**src/rtl/stftdb_pkg.sv**
```systemverilog
// Shared constants, command/status types and ROM builders for the spectrum analyzer.
`timescale 1ns / 1ps
package stftdb_pkg;

  localparam int FFT_SIZE     = 128;
  localparam int AW           = $clog2(FFT_SIZE);
  localparam int SAMPLE_BITS  = 16;
  localparam int D_W          = 24;
  localparam int TW_W         = 24;
  localparam int WIN_W        = 23;
  localparam int ACC_W        = 54;
  localparam int P_W          = 48;
  localparam int CNT_W        = 8;
  localparam int BIN_W        = 6;
  localparam int LEVEL_W      = 16;
  localparam int MIN_DB_W     = 9;
  localparam int MAX_DB_W     = 8;
  localparam int CFG_W        = 9;
  localparam int CFG_IDX_W    = 1;
  localparam int SQR_STEPS    = 16;
  localparam int DIV_STEPS    = 16;
  localparam int HOP_SIZE_DEF = 64;
  localparam int NUM_BINS_DEF = 64;

  localparam logic [CFG_IDX_W-1:0] CFG_MIN_DB = 1'd0;
  localparam logic [CFG_IDX_W-1:0] CFG_MAX_DB = 1'd1;

  localparam logic signed [MIN_DB_W-1:0] MIN_DB_RST = -9'sd90;
  localparam logic signed [MAX_DB_W-1:0] MAX_DB_RST = 8'sd0;

  localparam logic [29:0] DB_PER_OCT_Q28 = 30'd808071242;
  localparam logic [63:0] HALF_PI_Q30    = 64'd1686629713;
  localparam logic [63:0] Q30_ONE        = 64'd1 << 30;
  localparam longint     Q22_ONE        = 64'sd1 << 22;
  localparam int         D_MAX          = (1 << (D_W - 1)) - 1;
  localparam int         D_MIN          = -(1 << (D_W - 1));

  typedef struct packed {
    logic            ring_we;
    logic            ring_clr;
    logic [AW-1:0]   ring_waddr;
    logic [AW-1:0]   ring_raddr;
    logic            win_issue;
    logic [AW-1:0]   win_idx;
    logic            mac_clear;
    logic            mac_issue;
    logic [AW-1:0]   work_raddr;
    logic [AW-1:0]   tw_idx;
    logic            round_acc;
    logic            square;
    logic            sum;
    logic            norm_step;
    logic            sqr_load;
    logic            sqr_step;
    logic            db_mul;
    logic            db_round;
    logic            scale;
    logic            div_step;
    logic [3:0]      div_bit;
    logic            lvl_zero;
    logic            out_load;
    logic [BIN_W-1:0] out_bin;
    logic            out_last;
  } cmd_t;

  typedef struct packed {
    logic nrm_zero;
    logic nrm_top;
    logic degenerate;
  } status_t;

  typedef struct packed {
    logic signed [63:0] c;
    logic signed [63:0] s;
  } trig_t;

  // Shift-subtract quotient, used only while building constant tables.
  function automatic logic [63:0] udiv64(input logic [63:0] a, input logic [63:0] b);
    logic [64:0] rem;
    logic [63:0] q;
    rem = '0;
    q   = '0;
    for (int i = 63; i >= 0; i--) begin
      rem = {rem[63:0], a[i]};
      if (rem >= {1'b0, b}) begin
        rem  = rem - {1'b0, b};
        q[i] = 1'b1;
      end
    end
    return q;
  endfunction

  // Round to nearest, halves away from zero, by 2^sh.
  function automatic longint rnd_sh(input longint a, input int sh);
    longint h;
    h = longint'(1) <<< (sh - 1);
    if (a < 0) return -((-a + h) >>> sh);
    return (a + h) >>> sh;
  endfunction

  function automatic trig_t trig_q30(input logic [31:0] num, input logic [31:0] den);
    logic [63:0] nm, ph, r, th, t2, tc, ts;
    logic signed [63:0] cv, sv;
    logic [1:0] quad;
    trig_t res;
    nm   = (num >= den) ? 64'(num - den) : 64'(num);
    ph   = udiv64(nm << 32, 64'(den));
    quad = ph[31:30];
    r    = ph & 64'h3FFF_FFFF;
    th   = (r * HALF_PI_Q30) >> 30;
    t2   = (th * th) >> 30;
    tc   = Q30_ONE;
    ts   = th;
    cv   = $signed(tc);
    sv   = $signed(ts);
    for (int k = 1; k <= 8; k++) begin
      tc = udiv64((tc * t2) >> 30, 64'((2 * k - 1) * (2 * k)));
      ts = udiv64((ts * t2) >> 30, 64'((2 * k) * (2 * k + 1)));
      if (k % 2 == 1) begin
        cv = cv - $signed(tc);
        sv = sv - $signed(ts);
      end else begin
        cv = cv + $signed(tc);
        sv = sv + $signed(ts);
      end
    end
    case (quad)
      2'd0: begin res.c = cv;  res.s = sv;  end
      2'd1: begin res.c = -sv; res.s = cv;  end
      2'd2: begin res.c = -cv; res.s = -sv; end
      default: begin res.c = sv; res.s = -cv; end
    endcase
    return res;
  endfunction

  function automatic logic signed [TW_W-1:0] cos_q22(input int i);
    trig_t t;
    t = trig_q30(32'(i), 32'(FFT_SIZE));
    return TW_W'(rnd_sh(t.c, 8));
  endfunction

  function automatic logic signed [TW_W-1:0] sin_q22(input int i);
    trig_t t;
    t = trig_q30(32'(i), 32'(FFT_SIZE));
    return TW_W'(rnd_sh(t.s, 8));
  endfunction

  function automatic logic [WIN_W-1:0] win_q22(input int i);
    trig_t t;
    longint w;
    t = trig_q30(32'(i), 32'(FFT_SIZE - 1));
    w = rnd_sh(longint'(Q30_ONE) - t.c, 9);
    if (w < 0) w = 0;
    if (w > Q22_ONE) w = Q22_ONE;
    return WIN_W'(w);
  endfunction

  // Saturate to the 24-bit internal format.
  function automatic logic signed [D_W-1:0] sat_d(input logic signed [31:0] v);
    if (v > 32'(D_MAX)) return D_W'(D_MAX);
    if (v < 32'(D_MIN)) return D_W'(D_MIN);
    return v[D_W-1:0];
  endfunction

endpackage

```
**src/rtl/stftdb_ctrl.sv**
```systemverilog
// Sequencer for sample capture, windowing, per-bin DFT and level conversion.
`timescale 1ns / 1ps
module stftdb_ctrl #(
  parameter int HOP_SIZE = stftdb_pkg::HOP_SIZE_DEF,
  parameter int NUM_BINS = stftdb_pkg::NUM_BINS_DEF
) (
  input  logic                clk,
  input  logic                rst_n,
  input  logic                in_valid,
  output logic                in_ready,
  output logic                out_valid,
  input  logic                out_ready,
  input  stftdb_pkg::status_t st,
  output stftdb_pkg::cmd_t    cmd
);
  import stftdb_pkg::*;

  localparam int HOP_W = (HOP_SIZE > 1) ? $clog2(HOP_SIZE) : 1;

  typedef enum logic [13:0] {
    S_CLEAR = 14'b00000000000001,
    S_IDLE  = 14'b00000000000010,
    S_WIN   = 14'b00000000000100,
    S_MAC   = 14'b00000000001000,
    S_ROUND = 14'b00000000010000,
    S_SQ    = 14'b00000000100000,
    S_SUM   = 14'b00000001000000,
    S_NORM  = 14'b00000010000000,
    S_SQR   = 14'b00000100000000,
    S_DB    = 14'b00001000000000,
    S_RND   = 14'b00010000000000,
    S_SCALE = 14'b00100000000000,
    S_DIV   = 14'b01000000000000,
    S_OUT   = 14'b10000000000000
  } state_t;

  state_t             state_r, state_nxt;
  logic [CNT_W-1:0]   cnt_r, cnt_nxt;
  logic [BIN_W-1:0]   bin_r, bin_nxt;
  logic [AW-1:0]      m_r, m_nxt;
  logic [AW-1:0]      wp_r, wp_nxt;
  logic [HOP_W-1:0]   hop_r, hop_nxt;
  logic               out_valid_r, out_valid_nxt;
  logic               last_bin;

  assign in_ready  = (state_r == S_IDLE);
  assign out_valid = out_valid_r;
  assign last_bin  = (bin_r == BIN_W'(NUM_BINS - 1));

  always_comb begin
    state_nxt  = state_r;
    cnt_nxt    = cnt_r;
    bin_nxt    = bin_r;
    m_nxt      = m_r;
    wp_nxt     = wp_r;
    hop_nxt    = hop_r;
    cmd        = '0;
    cmd.ring_waddr = wp_r;
    cmd.ring_raddr = wp_r + cnt_r[AW-1:0];
    cmd.win_idx    = cnt_r[AW-1:0];
    cmd.work_raddr = cnt_r[AW-1:0];
    cmd.tw_idx     = m_r;
    cmd.div_bit    = cnt_r[3:0];
    cmd.out_bin    = bin_r;
    cmd.out_last   = last_bin;
    unique case (state_r)
      S_CLEAR: begin
        cmd.ring_we    = 1'b1;
        cmd.ring_clr   = 1'b1;
        cmd.ring_waddr = cnt_r[AW-1:0];
        if (cnt_r == CNT_W'(FFT_SIZE - 1)) begin
          state_nxt = S_IDLE;
          cnt_nxt   = '0;
        end else begin
          cnt_nxt = cnt_r + 1'b1;
        end
      end
      S_IDLE: begin
        if (in_valid) begin
          cmd.ring_we = 1'b1;
          wp_nxt      = wp_r + 1'b1;
          if (hop_r == HOP_W'(HOP_SIZE - 1)) begin
            hop_nxt   = '0;
            cnt_nxt   = '0;
            state_nxt = S_WIN;
          end else begin
            hop_nxt = hop_r + 1'b1;
          end
        end
      end
      S_WIN: begin
        cmd.win_issue = (cnt_r < CNT_W'(FFT_SIZE));
        if (cnt_r == CNT_W'(FFT_SIZE)) begin
          state_nxt = S_MAC;
          cnt_nxt   = '0;
          bin_nxt   = '0;
          m_nxt     = '0;
        end else begin
          cnt_nxt = cnt_r + 1'b1;
        end
      end
      S_MAC: begin
        cmd.mac_clear = (cnt_r == '0);
        cmd.mac_issue = (cnt_r < CNT_W'(FFT_SIZE));
        m_nxt         = m_r + AW'(bin_r);
        if (cnt_r == CNT_W'(FFT_SIZE + 1)) begin
          state_nxt = S_ROUND;
        end else begin
          cnt_nxt = cnt_r + 1'b1;
        end
      end
      S_ROUND: begin
        cmd.round_acc = 1'b1;
        state_nxt     = S_SQ;
      end
      S_SQ: begin
        cmd.square = 1'b1;
        state_nxt  = S_SUM;
      end
      S_SUM: begin
        cmd.sum   = 1'b1;
        state_nxt = S_NORM;
      end
      S_NORM: begin
        if (st.nrm_zero) begin
          cmd.lvl_zero = 1'b1;
          state_nxt    = S_OUT;
        end else if (st.nrm_top) begin
          cmd.sqr_load = 1'b1;
          cnt_nxt      = '0;
          state_nxt    = S_SQR;
        end else begin
          cmd.norm_step = 1'b1;
        end
      end
      S_SQR: begin
        cmd.sqr_step = 1'b1;
        if (cnt_r == CNT_W'(SQR_STEPS - 1)) begin
          state_nxt = S_DB;
        end else begin
          cnt_nxt = cnt_r + 1'b1;
        end
      end
      S_DB: begin
        cmd.db_mul = 1'b1;
        state_nxt  = S_RND;
      end
      S_RND: begin
        cmd.db_round = 1'b1;
        state_nxt    = S_SCALE;
      end
      S_SCALE: begin
        cmd.scale = 1'b1;
        if (st.degenerate) begin
          state_nxt = S_OUT;
        end else begin
          cnt_nxt   = CNT_W'(DIV_STEPS - 1);
          state_nxt = S_DIV;
        end
      end
      S_DIV: begin
        cmd.div_step = 1'b1;
        if (cnt_r == '0) begin
          state_nxt = S_OUT;
        end else begin
          cnt_nxt = cnt_r - 1'b1;
        end
      end
      S_OUT: begin
        if (!out_valid_r || out_ready) begin
          cmd.out_load = 1'b1;
          cnt_nxt      = '0;
          m_nxt        = '0;
          if (last_bin) begin
            state_nxt = S_IDLE;
          end else begin
            bin_nxt   = bin_r + 1'b1;
            state_nxt = S_MAC;
          end
        end
      end
      default: state_nxt = S_CLEAR;
    endcase
  end

  always_comb begin
    if (cmd.out_load) begin
      out_valid_nxt = 1'b1;
    end else if (out_ready) begin
      out_valid_nxt = 1'b0;
    end else begin
      out_valid_nxt = out_valid_r;
    end
  end

  always_ff @(posedge clk) begin
    if (!rst_n) begin
      state_r     <= S_CLEAR;
      cnt_r       <= '0;
      bin_r       <= '0;
      m_r         <= '0;
      wp_r        <= '0;
      hop_r       <= '0;
      out_valid_r <= 1'b0;
    end else begin
      state_r     <= state_nxt;
      cnt_r       <= cnt_nxt;
      bin_r       <= bin_nxt;
      m_r         <= m_nxt;
      wp_r        <= wp_nxt;
      hop_r       <= hop_nxt;
      out_valid_r <= out_valid_nxt;
    end
  end

endmodule

```
**config.mk**
```make
export PLATFORM = sky130hd
export DESIGN_NAME = stftdb_ctrl
export DESIGN_NICKNAME = d
export VERILOG_FILES = /design/src/rtl/stftdb_pkg.sv /design/src/rtl/stftdb_ctrl.sv
export SDC_FILE = /design/constraint.sdc
export NUM_CORES = 1
export LEC_CHECK = 0
export ABC_AREA = 0
export BUFFER_PORTS_ARGS = -buffer_cell sky130_fd_sc_hd__buf_2
export CAP_MARGIN = 10
export CORE_ASPECT_RATIO = 1.25
export CORE_MARGIN = 2
export CORE_UTILIZATION = 47
export CTS_BUF_LIST = sky130_fd_sc_hd__clkbuf_8
export DETAILED_ROUTE_END_ITERATION = 8
export MAX_ROUTING_LAYER = met4
export PLACE_DENSITY = 0.69
export REMOVE_ABC_BUFFERS = 1
export SLEW_MARGIN = 30
export SYNTH_ARGS = -nofsm -noshare
export SYNTH_HDL_FRONTEND = slang
export SYNTH_SLANG_ARGS = --single-unit
```
**constraint.sdc**
```tcl
create_clock -name clk -period 3.3 [get_ports clk]
set_input_delay 0.33 -clock clk [delete_from_list [all_inputs] [get_ports clk]]
set_output_delay 0.33 -clock clk [all_outputs]
set_load 0.05 [all_outputs]
```
==> reports/qor.csv <==
metric;value;unit
Initial Util;48.5;%
WL final;9930;microns
final worst path period share;91.9;%
I/O Buffers;71;
cts repair resizes;0;
Setup Skew;0.0132;ns
Core Area;7400;sq um
register bit total from synthesis;49;
FF-to-FF path depth;8;
EDFF count, synth;0;
Hold Path Class;in -> reg;
detailed placement HPWL;7490;microns
Leak;0.00194;uW
Iter 0 DRT Violations;224;
ratio of cells with drive above 1 in the final layout;19.3;%
Mapped Cells;461;
DRT antenna net count;0;
Area after DPL;3870;sq um
H-tree lvl count;2;
Max-Cap Viols;0;
Syn Area/Cell;7.79;sq um
GP Congestion;0.935;
worst-margin pin slew;0.805;ns
Unique masters post-synth;57;
Antenna diodes;0;
Critical Path End;cmd[13];
Seq. cell area;981;sq um
first-pass GRT wire length;15900;microns
reg-to-reg setup timing slack;0.52;ns
root buffer selected by CTS;clkbuf_8;
Rel. slew slack;46.2;%
PwrDens;380;nW/um^2
final slew viol count;0;
pin count of the biggest net entering global routing;23;
critical path class;reg -> out;
Post-Layout Cell Count;599;
DR vias/cell;6.02;
total CTS buffers;5;
clk_lat worst skew;0.32;ns
Max Fanout on Critical Path;10;
Remaining DRCs;0;
Arr. time, crit path;2.70;ns
Max Root-Sink Buffers;2;
Total Nets Final;534;
maximum clock rate;0.330;GHz
CP endpoint kind;primary output;
Filler cells;744;
TritonCTS clock tree;done;
Worst Hold Depth;3;
startpoint type of the worst setup path;flip-flop;
P&R area growth vs syn;10.1;%
clk slew on worst S/H paths;0.10;ns
WP data required;2.97;ns
Site Rows;35;
RR Endpoint;cnt_r[3]$_SDFFE_PN0P_;
area of the multi-input gates;2290;sq um
Synth Cell Area;3590;sq um
commonest non-fill, non-tap cell in the layout;buf_2;
Post-CTS Setup Bufs;0;
die width;82.2;microns
DIE HEIGHT;102;microns
antenna violations before repair;0;
# IOs;72;
RSZ-0062 raised after global routing;no;
Yosys warnings;0;
most frequent cells in the layout;buf_2, nor2_1, dfxtp_1;
Critical path origin;state_r[2]$_SDFFE_PN0P_;
post-route cell area;3950;sq um
vias in the first global route;3353;
WL per Instance;16.6;microns
CTS sink count;49;
RR Startpoint;state_r[8]$_SDFFE_PN0P_;
fin crit period;3.03;ns
DIE AREA;8360;sq um
Final Hold Fails;0;
count of final setup violators;0;
DP Cell Count;591;
GR Overflow Total;0;
ys async rst share;0;%
cts hold-fix bufs;0;
register area share after synthesis;27.3;%
status;complete, no violations;
First-pass DRT Iterations;5;
Worst IR Drop VDD;0.000309;V
Synth Flop Type;dfxtp_1;
via count;3608;
GRT Overall Usage;25.2;%
[routing by layer]
metal	vias up	global-route usage (%)	wire, microns
li1	1716	-	-
met1	1674	29.6	4010
met2	179	41.1	4820
met3	39	3.65	700
met4	0	13.5	399
met5	-	-	0
[metrics by stage]
step	setup WS (ns)	TNS [ns]	power, uW	hold WS (ns)	utilization, %
3_3_place_gp	0.602	0	1140	0.462	52.2
6_report	0.267	0	1500	0.339	53.4
4_1_cts	0.286	0	1500	0.330	53.4
5_1_grt	0.170	0	1550	0.344	53.4
3_5_place_dp	0.566	0	1140	0.473	52.2
2_1_floorplan	-0.521	-1.78	1010	0.448	-
[state kept, by name (all words and copies together), names as in the netlist]
signal and flops:
bin_r 6, state_r 14, cnt_r 8, wp_r 7
m_r 7, hop_r 6, out_valid 1
[kinds of logic (layout without fill, tap and decap cells)]
kind of cell / count (synthesis) / count (layout) / synth area share (%)
AOI/OAI and AO/OA: 97 / 97 / 18.2
and+or+nand+nor: 204 / 204 / 30.2
buffers and inverters: 59 / 105 / 8.85
adders and majority gates: 21 / 21 / 7.74
DFF: 49 / 49 / 27.3
xor gates and xnor gates: 27 / 27 / 6.59
muxes: 4 / 4 / 1.12
[cell type report]
| type | instances | share of cell area [%] |
|---|---|---|
| Clock buffer | 5 | 1.74 |
| Timing Repair Buffer | 78 | 10.3 |
| Multi-Input combinational cell | 353 | 58.0 |
| Clock inverter | 3 | 0.443 |
| Tap cell | 92 | 2.91 |
| Sequential cell | 49 | 24.8 |
| Inverter | 19 | 1.80 |
[worst min path at each step]
stage | start | end
CTS | in_valid | state_r[2]$_SDFFE_PN0P_
global route | st[0] | state_r[12]$_SDFFE_PN0P_
global placement | m_r[6]$_SDFFE_PN0P_ | m_r[6]$_SDFFE_PN0P_
detailed placement | m_r[6]$_SDFFE_PN0P_ | m_r[6]$_SDFFE_PN0P_
floorplan | rst_n | out_valid$_SDFFE_PN0P_
finish | in_valid | state_r[2]$_SDFFE_PN0P_
[Yosys cell counts, drive strengths merged (9+ instances only)]
cell type   n  area share (%)
a21o       13             2.7
a21oi      29             4.0
and3        9             1.6
buf        28             5.6
clkbuf     12             1.3
dfxtp      49              27
ha         19             6.6
inv        18             1.9
nand2      44             4.6
nand3      18             2.5
nand4      16             2.8
nor2       54             5.7
nor3       11             1.7
nor4        9             2.4
nor4b       9             2.2
o21ai      20             2.8
or3         9             1.7
xnor2      10             2.4
xor2       17             4.1
[worst max-delay path: stages (launching register included)]
cell	delay (ns)
dfxtp_1	0.39
or4_1	0.62
or3_4	0.45
or3_1	0.44
inv_2	0.18
buf_2	0.30
[report_power, final]
| part | switching [uW] | leakage (uW) | internal (uW) |
|---|---|---|---|
| registers | 40.5 | 0.000395 | 604 |
| clock network | 223 | 0.0000497 | 149 |
| logic | 365 | 0.00149 | 119 |
| total | 629 | 0.00194 | 872 |
Note: power is estimated with default switching activity, not from simulation.
